### config.mk
export PLATFORM = sky130hd
export DESIGN_NAME = grid_local_peak_finder_core
export DESIGN_NICKNAME = d
export VERILOG_FILES = /design/src/sv/glpf_pkg.sv /design/src/sv/glpf_ram.sv /design/src/sv/glpf_eval.sv /design/src/sv/grid_local_peak_finder_core.sv
export SDC_FILE = /design/constraint.sdc
export NUM_CORES = 2
export LEC_CHECK = 0
export ABC_CLOCK_PERIOD_IN_PS = 13600
export BUFFER_PORTS_ARGS = -buffer_cell sky130_fd_sc_hd__buf_2
export CAP_MARGIN = 20
export CORE_MARGIN = 2
export CORE_UTILIZATION = 40
export CTS_CLUSTER_DIAMETER = 120
export DETAILED_ROUTE_END_ITERATION = 10
export PLACE_DENSITY = 0.67
export SLEW_MARGIN = 20
export SYNTH_ARGS = -nofsm -noshare
export SYNTH_HDL_FRONTEND = slang
export SYNTH_SLANG_ARGS = --single-unit
### constraint.sdc
create_clock -name clock -period 13.6 [get_ports clock]
set_input_delay 4.08 -clock clock [delete_from_list [all_inputs] [get_ports clock]]
set_output_delay 4.08 -clock clock [all_outputs]
set_load 0.05 [all_outputs]
### src/sv/glpf_pkg.sv
`timescale 1ns / 1ps
// ----------------------------------------------------------------------------
// glpf_pkg
// Shared constants and types of the grid local peak finder.
// ----------------------------------------------------------------------------
package glpf_pkg;

   // default sizes
   localparam int DEF_MAX_DIM    = 32;
   localparam int DEF_PIXEL_BITS = 16;

   // register file layout
   localparam int CFG_BITS      = 6;
   localparam int CSR_ADDR_BITS = 4;

   localparam logic [CSR_ADDR_BITS-1:0] CSR_FRAME_ROWS = CSR_ADDR_BITS'(0);
   localparam logic [CSR_ADDR_BITS-1:0] CSR_FRAME_COLS = CSR_ADDR_BITS'(1);

   // neighbor availability and forwarding of one request, set at acceptance
   typedef struct packed {
      logic has_up;     // row above exists, so the request decides a pixel
      logic has_left;   // decided pixel has a left neighbor in the frame
      logic has_right;  // decided pixel has a right neighbor in the frame
      logic fwd_a;      // centre read hits the write of the same cycle
      logic fwd_b;      // right read hits the write of the same cycle
   } glpf_pos_type;

endpackage

### src/sv/glpf_ram.sv
`timescale 1ns / 1ps
// ----------------------------------------------------------------------------
// glpf_ram
// Generic RAM, one write port and two read ports, registered read data.
// ----------------------------------------------------------------------------
module glpf_ram #(
   parameter int WIDTH = 8,
   parameter int DEPTH = 64
) (
   input  logic                     clock,
   input  logic                     wr_en,
   input  logic [$clog2(DEPTH)-1:0] wr_addr,
   input  logic [WIDTH-1:0]         wr_data,
   input  logic                     rd_en,
   input  logic [$clog2(DEPTH)-1:0] rd_a_addr,
   input  logic [$clog2(DEPTH)-1:0] rd_b_addr,
   output logic [WIDTH-1:0]         rd_a_data,
   output logic [WIDTH-1:0]         rd_b_data
);

   logic [WIDTH-1:0] mem_ff [DEPTH];
   logic [WIDTH-1:0] rd_a_ff;
   logic [WIDTH-1:0] rd_b_ff;

   // write port
   always_ff @(posedge clock) begin
      if (wr_en) begin
         mem_ff[wr_addr] <= wr_data;
      end
   end

   // read ports, old data on a same-address write
   always_ff @(posedge clock) begin
      if (rd_en) begin
         rd_a_ff <= mem_ff[rd_a_addr];
         rd_b_ff <= mem_ff[rd_b_addr];
      end
   end

   assign rd_a_data = rd_a_ff;
   assign rd_b_data = rd_b_ff;

endmodule

### src/sv/glpf_eval.sv
`timescale 1ns / 1ps
// ----------------------------------------------------------------------------
// glpf_eval
// Compare stage: takes line buffer read data, decides the pixel above the
// request, writes the request pixel back and holds the result register.
// ----------------------------------------------------------------------------
module glpf_eval #(
   parameter int MAX_DIM    = glpf_pkg::DEF_MAX_DIM,
   parameter int PIXEL_BITS = glpf_pkg::DEF_PIXEL_BITS,
   localparam int COL_W     = $clog2(MAX_DIM),
   localparam int ROW_W     = $clog2(MAX_DIM + 1),
   localparam int AW        = COL_W + 1
) (
   input  logic                         clock,
   input  logic                         reset,
   input  logic                         in_accept,
   output logic                         in_ready,
   input  glpf_pkg::glpf_pos_type       in_pos,
   input  logic [ROW_W-1:0]             in_row,
   input  logic [COL_W-1:0]             in_col,
   input  logic signed [PIXEL_BITS-1:0] in_down,
   input  logic [PIXEL_BITS:0]          rd_a_data,
   input  logic [PIXEL_BITS:0]          rd_b_data,
   output logic                         wr_en,
   output logic [AW-1:0]                wr_addr,
   output logic [PIXEL_BITS:0]          wr_data,
   output logic                         out_valid,
   input  logic                         out_ready,
   output logic [COL_W-1:0]             out_row,
   output logic [COL_W-1:0]             out_col
);

   logic                         s1_valid_ff;
   logic                         s1_valid_in;
   glpf_pkg::glpf_pos_type       s1_pos_ff;
   logic [ROW_W-1:0]             s1_row_ff;
   logic [COL_W-1:0]             s1_col_ff;
   logic signed [PIXEL_BITS-1:0] s1_down_ff;
   logic [PIXEL_BITS:0]          fwd_data_ff;
   logic signed [PIXEL_BITS-1:0] left_ff;
   logic                         out_valid_ff;
   logic [COL_W-1:0]             out_row_ff;
   logic [COL_W-1:0]             out_col_ff;

   logic                         s1_go;
   logic [PIXEL_BITS:0]          centre_word;
   logic [PIXEL_BITS:0]          right_word;
   logic signed [PIXEL_BITS-1:0] centre_v;
   logic signed [PIXEL_BITS-1:0] left_v;
   logic signed [PIXEL_BITS-1:0] right_v;
   logic                         centre_ge_up;
   logic                         is_peak;
   logic                         down_ge_up;
   logic [ROW_W-1:0]             row_above;

   // stage advances whenever the result register is free or being drained
   assign s1_go    = !out_valid_ff || out_ready;
   assign in_ready = !s1_valid_ff || s1_go;

   // read data with forwarding of the write that shared the read edge
   assign centre_word  = s1_pos_ff.fwd_a ? fwd_data_ff : rd_a_data;
   assign right_word   = s1_pos_ff.fwd_b ? fwd_data_ff : rd_b_data;
   assign centre_v     = $signed(centre_word[PIXEL_BITS-1:0]);
   assign centre_ge_up = centre_word[PIXEL_BITS];
   assign right_v      = s1_pos_ff.has_right ? $signed(right_word[PIXEL_BITS-1:0]) : '0;
   assign left_v       = s1_pos_ff.has_left ? left_ff : '0;

   // peak decision for the pixel one row up
   assign is_peak = s1_pos_ff.has_up && centre_ge_up && (centre_v >= s1_down_ff) &&
                    (centre_v >= left_v) && (centre_v >= right_v);

   // write back the request pixel with its own compare against the row above
   assign down_ge_up = s1_pos_ff.has_up ? (s1_down_ff >= centre_v) : !s1_down_ff[PIXEL_BITS-1];
   assign wr_en      = s1_valid_ff && s1_go;
   assign wr_addr    = {s1_row_ff[0], s1_col_ff};
   assign wr_data    = {down_ge_up, s1_down_ff};

   assign row_above = s1_row_ff - ROW_W'(1);

   // stage valid
   always_comb begin
      s1_valid_in = s1_valid_ff;
      if (in_accept) begin
         s1_valid_in = 1'b1;
      end else if (s1_go) begin
         s1_valid_in = 1'b0;
      end
   end

   always_ff @(posedge clock) begin
      if (reset) begin
         s1_valid_ff  <= 1'b0;
         out_valid_ff <= 1'b0;
      end else begin
         s1_valid_ff <= s1_valid_in;
         if (s1_go) begin
            out_valid_ff <= s1_valid_ff && is_peak;
         end
      end
   end

   // stage payload, captured at acceptance
   always_ff @(posedge clock) begin
      if (in_accept) begin
         s1_pos_ff   <= in_pos;
         s1_row_ff   <= in_row;
         s1_col_ff   <= in_col;
         s1_down_ff  <= in_down;
         fwd_data_ff <= wr_data;
      end
   end

   // left neighbor is the centre of the previous request in the row
   always_ff @(posedge clock) begin
      if (wr_en) begin
         left_ff <= centre_v;
      end
   end

   // result register
   always_ff @(posedge clock) begin
      if (s1_go && s1_valid_ff) begin
         out_row_ff <= row_above[COL_W-1:0];
         out_col_ff <= s1_col_ff;
      end
   end

   assign out_valid = out_valid_ff;
   assign out_row   = out_row_ff;
   assign out_col   = out_col_ff;

   // a request is only taken when the stage can pass its occupant on
   a_accept_free: assert property (@(posedge clock) disable iff (reset)
      in_accept |-> in_ready)
      else $error("request accepted while compare stage is blocked");

   // a first-row request never yields a result
   a_first_row_silent: assert property (@(posedge clock) disable iff (reset)
      (s1_valid_ff && s1_go && !s1_pos_ff.has_up) |=> !out_valid_ff)
      else $error("result produced for a first-row request");

endmodule

### src/sv/grid_local_peak_finder_core.sv
`timescale 1ns / 1ps
// ----------------------------------------------------------------------------
// grid_local_peak_finder_core
// Streaming 4-neighbor local maximum detector over a raster frame of signed
// pixels, with a two-row line buffer RAM.
// ----------------------------------------------------------------------------
//  channel  dir  handshake            payload
//  req      in   req_tvalid/tready    tdata: pixel_value, tuser: req_type
//  rsp      out  rsp_tvalid/tready    tdata: peak_row, peak_col
//  csr      in   csr_valid/ready      csr_addr: register, csr_wdata: value
//
//  One request per clock unless the result port stalls; a result moves from
//  the compare stage register, which holds its request, to the output register.
//  The line buffer RAM (2 * MAX_DIM words) serves centre and right reads in
//  one access; the left neighbor and the compare against the row above ride
//  in registers and in a flag stored with each word.
//  Reset clears counters and handshake state and sets both dimensions to 1;
//  the RAM is not cleared, and no clearing pass is needed.
//  A stalled result port holds the compare stage; requests stall only then.
// ----------------------------------------------------------------------------
module grid_local_peak_finder_core #(
   parameter int MAX_DIM    = glpf_pkg::DEF_MAX_DIM,
   parameter int PIXEL_BITS = glpf_pkg::DEF_PIXEL_BITS,
   localparam int COL_W     = $clog2(MAX_DIM),
   localparam int ROW_W     = $clog2(MAX_DIM + 1),
   localparam int REQ_W     = ((PIXEL_BITS + 7) / 8) * 8,
   localparam int RSP_W     = ((2 * COL_W + 7) / 8) * 8
) (
   input  logic                               clock,
   input  logic                               reset,
   // request channel
   input  logic                               req_tvalid,
   output logic                               req_tready,
   input  logic [REQ_W-1:0]                   req_tdata,  // pixel_value
   input  logic [0:0]                         req_tuser,  // req_type
   // result channel
   output logic                               rsp_tvalid,
   input  logic                               rsp_tready,
   output logic [RSP_W-1:0]                   rsp_tdata,  // peak_row, peak_col
   // register write channel
   input  logic                               csr_valid,
   output logic                               csr_ready,
   input  logic [glpf_pkg::CSR_ADDR_BITS-1:0] csr_addr,
   input  logic [glpf_pkg::CFG_BITS-1:0]      csr_wdata
);

   localparam int AW    = COL_W + 1;
   localparam int CMP_W = (ROW_W > glpf_pkg::CFG_BITS) ? ROW_W : glpf_pkg::CFG_BITS;

   logic [ROW_W-1:0]             rows_ff;
   logic [ROW_W-1:0]             rows_in;
   logic [ROW_W-1:0]             cols_ff;
   logic [ROW_W-1:0]             cols_in;
   logic [ROW_W-1:0]             row_count_ff;
   logic [ROW_W-1:0]             row_count_in;
   logic [COL_W-1:0]             col_count_ff;
   logic [COL_W-1:0]             col_count_in;

   logic                         csr_write;
   logic                         csr_hit;
   logic [CMP_W-1:0]             csr_ext;
   logic [ROW_W-1:0]             dim_clamped;

   logic                         req_accept;
   logic                         pad_zero;
   logic [ROW_W-1:0]             col_plus;
   logic                         row_end;
   logic signed [PIXEL_BITS-1:0] down_v;
   glpf_pkg::glpf_pos_type       pos;

   logic [AW-1:0]                rd_a_addr;
   logic [AW-1:0]                rd_b_addr;
   logic [PIXEL_BITS:0]          rd_a_data;
   logic [PIXEL_BITS:0]          rd_b_data;
   logic                         wr_en;
   logic [AW-1:0]                wr_addr;
   logic [PIXEL_BITS:0]          wr_data;
   logic [COL_W-1:0]             peak_row;
   logic [COL_W-1:0]             peak_col;

   // register writes: out-of-range sizes clamp to 1..MAX_DIM
   assign csr_ready = 1'b1;
   assign csr_write = csr_valid && csr_ready;
   assign csr_ext   = CMP_W'(csr_wdata);

   always_comb begin
      if (csr_ext == '0) begin
         dim_clamped = ROW_W'(1);
      end else if (csr_ext > CMP_W'(MAX_DIM)) begin
         dim_clamped = ROW_W'(MAX_DIM);
      end else begin
         dim_clamped = ROW_W'(csr_ext);
      end
   end

   always_comb begin
      rows_in = rows_ff;
      cols_in = cols_ff;
      csr_hit = 1'b0;
      case (csr_addr)
         glpf_pkg::CSR_FRAME_ROWS: begin
            rows_in = dim_clamped;
            csr_hit = 1'b1;
         end
         glpf_pkg::CSR_FRAME_COLS: begin
            cols_in = dim_clamped;
            csr_hit = 1'b1;
         end
         default: begin
            csr_hit = 1'b0;
         end
      endcase
   end

   // raster position of the incoming request
   assign req_accept = req_tvalid && req_tready;
   assign pad_zero   = req_tuser[0] || (row_count_ff >= rows_ff);
   assign down_v     = pad_zero ? '0 : $signed(req_tdata[PIXEL_BITS-1:0]);
   assign col_plus   = ROW_W'(col_count_ff) + ROW_W'(1);
   assign row_end    = col_plus >= cols_ff;

   always_comb begin
      row_count_in = row_count_ff;
      col_count_in = col_count_ff;
      if (csr_write && csr_hit) begin
         row_count_in = '0;
         col_count_in = '0;
      end else if (req_accept) begin
         if (row_end) begin
            col_count_in = '0;
            row_count_in = (row_count_ff >= rows_ff) ? '0 : row_count_ff + ROW_W'(1);
         end else begin
            col_count_in = col_count_ff + COL_W'(1);
         end
      end
   end

   always_ff @(posedge clock) begin
      if (reset) begin
         rows_ff      <= ROW_W'(1);
         cols_ff      <= ROW_W'(1);
         row_count_ff <= '0;
         col_count_ff <= '0;
      end else begin
         if (csr_write) begin
            rows_ff <= rows_in;
            cols_ff <= cols_in;
         end
         row_count_ff <= row_count_in;
         col_count_ff <= col_count_in;
      end
   end

   // line buffer reads: row above at this column and the next one
   assign rd_a_addr = {~row_count_ff[0], col_count_ff};
   assign rd_b_addr = {~row_count_ff[0], col_count_ff + COL_W'(1)};

   assign pos.has_up    = row_count_ff != '0;
   assign pos.has_left  = col_count_ff != '0;
   assign pos.has_right = !row_end;
   assign pos.fwd_a     = wr_en && (wr_addr == rd_a_addr);
   assign pos.fwd_b     = wr_en && (wr_addr == rd_b_addr);

   glpf_ram #(
      .WIDTH (PIXEL_BITS + 1),
      .DEPTH (2 * MAX_DIM)
   ) u_line_ram (
      .clock     (clock),
      .wr_en     (wr_en),
      .wr_addr   (wr_addr),
      .wr_data   (wr_data),
      .rd_en     (req_accept),
      .rd_a_addr (rd_a_addr),
      .rd_b_addr (rd_b_addr),
      .rd_a_data (rd_a_data),
      .rd_b_data (rd_b_data)
   );

   glpf_eval #(
      .MAX_DIM    (MAX_DIM),
      .PIXEL_BITS (PIXEL_BITS)
   ) u_eval (
      .clock     (clock),
      .reset     (reset),
      .in_accept (req_accept),
      .in_ready  (req_tready),
      .in_pos    (pos),
      .in_row    (row_count_ff),
      .in_col    (col_count_ff),
      .in_down   (down_v),
      .rd_a_data (rd_a_data),
      .rd_b_data (rd_b_data),
      .wr_en     (wr_en),
      .wr_addr   (wr_addr),
      .wr_data   (wr_data),
      .out_valid (rsp_tvalid),
      .out_ready (rsp_tready),
      .out_row   (peak_row),
      .out_col   (peak_col)
   );

   assign rsp_tdata = RSP_W'({peak_col, peak_row});

   // column counter stays inside the frame width
   a_col_in_frame: assert property (@(posedge clock) disable iff (reset)
      ROW_W'(col_count_ff) < cols_ff)
      else $error("column counter beyond frame width");

   // row counter reaches at most the pad row
   a_row_in_frame: assert property (@(posedge clock) disable iff (reset)
      row_count_ff <= rows_ff)
      else $error("row counter beyond pad row");

endmodule

### Word level (Yosys, flattened, before mapping)

Memories as Yosys holds them, arrays and structs flattened. A register that Yosys moved wholly into a read port is not among the register bits.
Cells that the tools add are included.

* register bits: 99
* bits in writable memories: 1088
* bits of input ports: 32
* logic and storage cells: 75
* memories kept: 1

* add/sub/neg operators: 4
* $lt $le $gt $ge: 7
* equal/unequal tests: 3
* muxes and demuxes: 14
* bitwise operators: 1
* reductions and logical operators: 27

Memories
* u_line_ram.mem_ff: depth 64, width 17, rd ports 2, clocked after Yosys merged registers in 2, wr ports 1, line glpf_ram.sv:21 `logic [WIDTH-1:0] mem_ff [DEPTH];`

Operators by type and width (number)
* 16-bit greater-or-equal comparator: 4
* 16-bit two-way mux: 3
* 6-bit two-way mux: 3
* 17-bit two-way mux: 1
* 6-bit == test: 2
* 6-bit greater-or-equal comparator: 2
* 1-bit logical AND: 10
* 5-bit by 1-bit adder with 6-bit output (second input constant): 1
* 6-bit by 1-bit adder with 6-bit output (second input constant): 1
* 6-bit greater-than comparator (second input constant): 1
* 6-bit zero test: 1
* 1-bit two-way mux: 6
* 2-bit AND reduction: 3
* 6-bit nonzero test: 1
* 5-bit by 1-bit adder with 5-bit output (second input constant): 1
* 5-bit two-way mux: 1
* 5-bit nonzero test: 1
* 5-bit by 1-bit subtractor with 5-bit output (second input constant): 1
* 4-bit by 1-bit == test with 1-bit output (second input constant): 1
* 1-bit zero test: 4
* 4-bit zero test: 1
* 2-bit OR reduction: 2
* 1-bit logical OR: 3
* 2-bit nonzero test: 1
* 1-bit NOT: 1

### Longest topological paths before layout

* word-level depth: 6
* gate-level depth with buffers: 13

### Hierarchy

From an unflattened synthesis, not the netlist that was laid out.

* cell total of the unflattened synthesis: 3061
* area, all modules: 57594.0 um^2

By module, submodules not included
* glpf_ram: instances 1, cells each 2526, area each 51782.2 um^2
* glpf_eval: instances 1, cells each 313, area each 4055.1 um^2
* grid_local_peak_finder_core: instances 1, cells each 222, area each 1756.7 um^2

### Worst setup path before layout

No wires, ideal clock.

* kind: input port to output port
* start point: input port rsp_tready
* end point: output port req_tready
* arrival time: 4.563 ns
* setup slack: 4.957 ns
* cell stages on the path: 1
* path buffers: 0
* cells stage by stage: nand3b_1

* word-level cells in the longest chain between the ends: 2

RTL lines
* start, declared: line grid_local_peak_finder_core.sv:38 `input logic rsp_tready,`
* 1-bit logical OR: line glpf_eval.sv:57 `assign s1_go = !out_valid_ff || out_ready;`
* 1-bit logical OR: line glpf_eval.sv:58 `assign in_ready = !s1_valid_ff || s1_go;`
* end, declared: line grid_local_peak_finder_core.sv:33 `output logic req_tready,`

No other way between the ends.

### Worst setup path after layout

Same ends and word-level chain as after synthesis.

==> summary.txt <==
Status
  • Status: complete, no violations

Timing
  • Unrepaired setup endpoints after global routing: no
  • Final hold violations: 0
  • Setup Skew: 0.0279 ns
  • Least-Margin Pin Slew: 1.10 ns
  • Tcrit/Tclk final: 63.9%
  • Tmin final: 8.69 ns
  • Final Max Tran Viols: 0
  • Fin Setup TNS: 0 ns
  • Final setup violating endpoints: 0
  • Slew HR: 26.3%
  • Fmax achieved: 115 MHz

Setup path
  • CP endpoint kind: output pin
  • Crit path top cell by count: buf_2
  • CP max FO: 3
  • Worst-path cell chain: buf_2, nand3b_1, buf_2
  • R2r setup slk: 7.83 ns
  • CP max stage cell: buf_2
  • Worst EP required: 9.52 ns
  • Crit path buf inv count: 2
  • CP peak stage delay: 0.24 ns
  • CP top delay family: buffers and inverters
  • Crit path launch type: input port
  • WS Path Type: in2out
  • Arr. time, crit path: 4.61 ns

Cells and area
  • Layout Cells excl Fill: 4658
  • Layout Nets: 2781
  • Fin area: 63000 sq um
  • Util after Layout: 45.2%
  • Synth-to-Final Area Change: 12.5%
  • Layout cell share with drive strength beyond 1: 40.6%

Yosys
  • Synth top area share: 64.1%
  • Cell count after synthesis: 2577
  • Top cells by area, synth: edfxtp_1 64%, mux4_2 28%, ha_1 1.5%, dfxtp_1 0.89%, nor2_1 0.62%
  • Seq/Total Area, Yosys: 65.0%
  • Synthesis-stage register bit count: 1220
  • EDFF count, synth: 1195
  • Predominant post-synthesis flop cell: edfxtp_1
  • Top-count cell post-synth: edfxtp_1
  • Top cells by instance count after synthesis: 1195 x edfxtp_1, 693 x mux4_2, 93 x nor2_1, 68 x buf_2
  • Mapped Area: 56000 sq um
  • Mean Syn Cell Area: 21.7 sq um
  • Synth area leader: edfxtp_1
  • Async SR Flop Fraction: 0%
  • Synth warn: 0
  • Yosys cell types: 43

Clock network
  • CTS tree: built
  • Worst skew pair latency: 0.75 ns
  • Total CTS buffers: 131
  • Clock sinks: 1220
  • Post-CTS setup repair buffer count: 0
  • Cts repair resizes: 0
  • H-Tree Depth: 4
  • Clk buf depth: 3
  • Clock-pin slew on the worst setup and hold paths: 0.05 ns
  • CTS Root Cell: clkbuf_16
  • Hold buffers post-CTS: 0

Power
  • Logic pwr share: 10.3%
  • Clock power share: 40.0%
  • Peak supply drop: 121 uV
  • Leakage power: 19.1 nW
  • Sequential Power Share: 49.7%
  • Net Sw Power: 2.02 mW
  • Switching share of power: 23.5%
  • Pwr/cell area: 137 nW/um^2
  • Internal power: 6.60 mW

Placement
  • Placed Cells: 4427
  • PortBufs: 43
  • Cell Area, Placed: 58800 sq um
  • GP Congestion: 0.849
  • DP Wirelength: 91.7 mm

Floorplan
  • Starting Density: 40.2%
  • Core area: 139000 sq um
  • I/O pins: 51
  • Die Area: 143000 sq um
  • Rows: 137
  • Die W: 378 um
  • Die Ht: 378 um

Routing
  • Post-DR wirelength/cell: 32.6 um
  • Post-DR vias/cell: 6.40
  • First-pass DRT Iterations: 6
  • Drt first-iter violations: 4370
  • Final antenna-violating net count: 0
  • WL final: 152 mm
  • Remaining DRCs: 0
  • Detailed-route via count: 29800

Hold path
  • Hold Crit Class: reg2reg

GRT
  • GRT overflow: 0
  • Number of global-route vias before repair: 30200
  • Total Routing Usage GR: 21.2%
  • Largest net degree at the start of global routing: 139
  • First-pass GRT wire length: 216 mm
  • Initial antenna violation count: 18

Job
  • Max-cap violations: 0
[power by group through the flow]
stage | clock, mW | sequential, mW | combinational [mW]
6_report | 3.45 | 4.28 | 0.888
5_1_grt | 3.64 | 4.28 | 0.941
4_1_cts | 3.51 | 4.28 | 0.891
3_5_place_dp | 0 | 4.36 | 0.886
3_3_place_gp | 0 | 4.36 | 0.855
2_1_floorplan | 0 | 4.39 | 0.566
[cell type report]
| class | instances | area, sq um |
|---|---|---|
| repair buffers | 148 | 1050 |
| inverters | 41 | 159 |
| flip-flops and latches | 1220 | 36400 |
| clock inverters | 71 | 736 |
| well taps | 1876 | 2350 |
| multi-input cells | 1142 | 18900 |
| diodes | 2 | 5.00 |
| clock buffers | 158 | 3400 |
| fillers | 11400 | 76200 |
[final timing paths]
kind                        start                 endpoint  depth (start not counted)
setup / recovery       rsp_tready               req_tready                          3
hold / removal         cols_ff[5]               cols_ff[5]                          2
setup reg to reg  col_count_ff[1]  u_line_ram.rd_b_data[5]                          7
hold reg to reg        cols_ff[5]               cols_ff[5]                          2
[worst reg2reg max path: cells and delay by family, from the launching register on]
| family | cells | cell delay [ns] |
|---|---|---|
| adders and majority gates | 1 | 0.87 |
| DFF | 1 | 0.89 |
| muxes | 3 | 1.84 |
| buffers and inverters | 3 | 1.87 |
[cell families after synthesis]
group | after synthesis | share of synthesized area (%)
adders and majority gates | 65 | 1.45
muxes | 737 | 28.7
DFF | 1220 | 65.0
xor gates and xnor gates | 21 | 0.329
and+or+nand+nor | 244 | 2.02
buffers and inverters | 220 | 1.71
other | 2 | 0.0134
AOI/OAI and AO/OA | 68 | 0.751
[metrics by stage]
step           hold WS (ns)  power, mW  setup slack (ns)
6_report              0.473       8.62              4.91
5_1_grt               0.492       8.87              4.89
4_1_cts               0.474       8.68              4.91
3_5_place_dp          0.466       5.24              4.91
3_3_place_gp          0.454       5.21              4.89
2_1_floorplan         0.406       4.96              4.96
[per-layer routing]
layer	vias up	wire length [um]	track usage (%)
li1	11400	-	-
met3	356	15100	4.75
met4	14	5900	8.01
met2	1882	73700	34.3
met1	16100	57000	28.3
met5	-	95	0
[placed cells by master (no fill, tap or decap), types with 14 or more instances in the layout]
cell type	synthesis	routed
a21oi_1	28	28
and2_1	19	18
buf_2	68	43
buf_4	7	101
clkbuf_1	65	25
clkbuf_16	0	132
clkinv_1	0	22
clkinv_2	0	20
dfxtp_1	25	22
edfxtp_1	1195	1195
ha_1	65	64
inv_1	40	39
mux2_2	31	31
mux4_2	693	693
nand2_1	57	57
nand3_1	22	22
nand4_1	14	14
nor2_1	93	29
nor2_2	0	64
[registers in the layout (all words and copies together), names as in the netlist, 6 cells and up]
name,flops
u_line_ram.mem_ff,1088
u_eval.fwd_data_ff,17
u_line_ram.rd_a_data,17
u_eval.left_ff,16
u_eval.s1_down_ff,16
u_line_ram.rd_b_data,16
cols_ff,6
row_count_ff,6
rows_ff,6
Note: power is estimated with default switching activity, not from simulation.
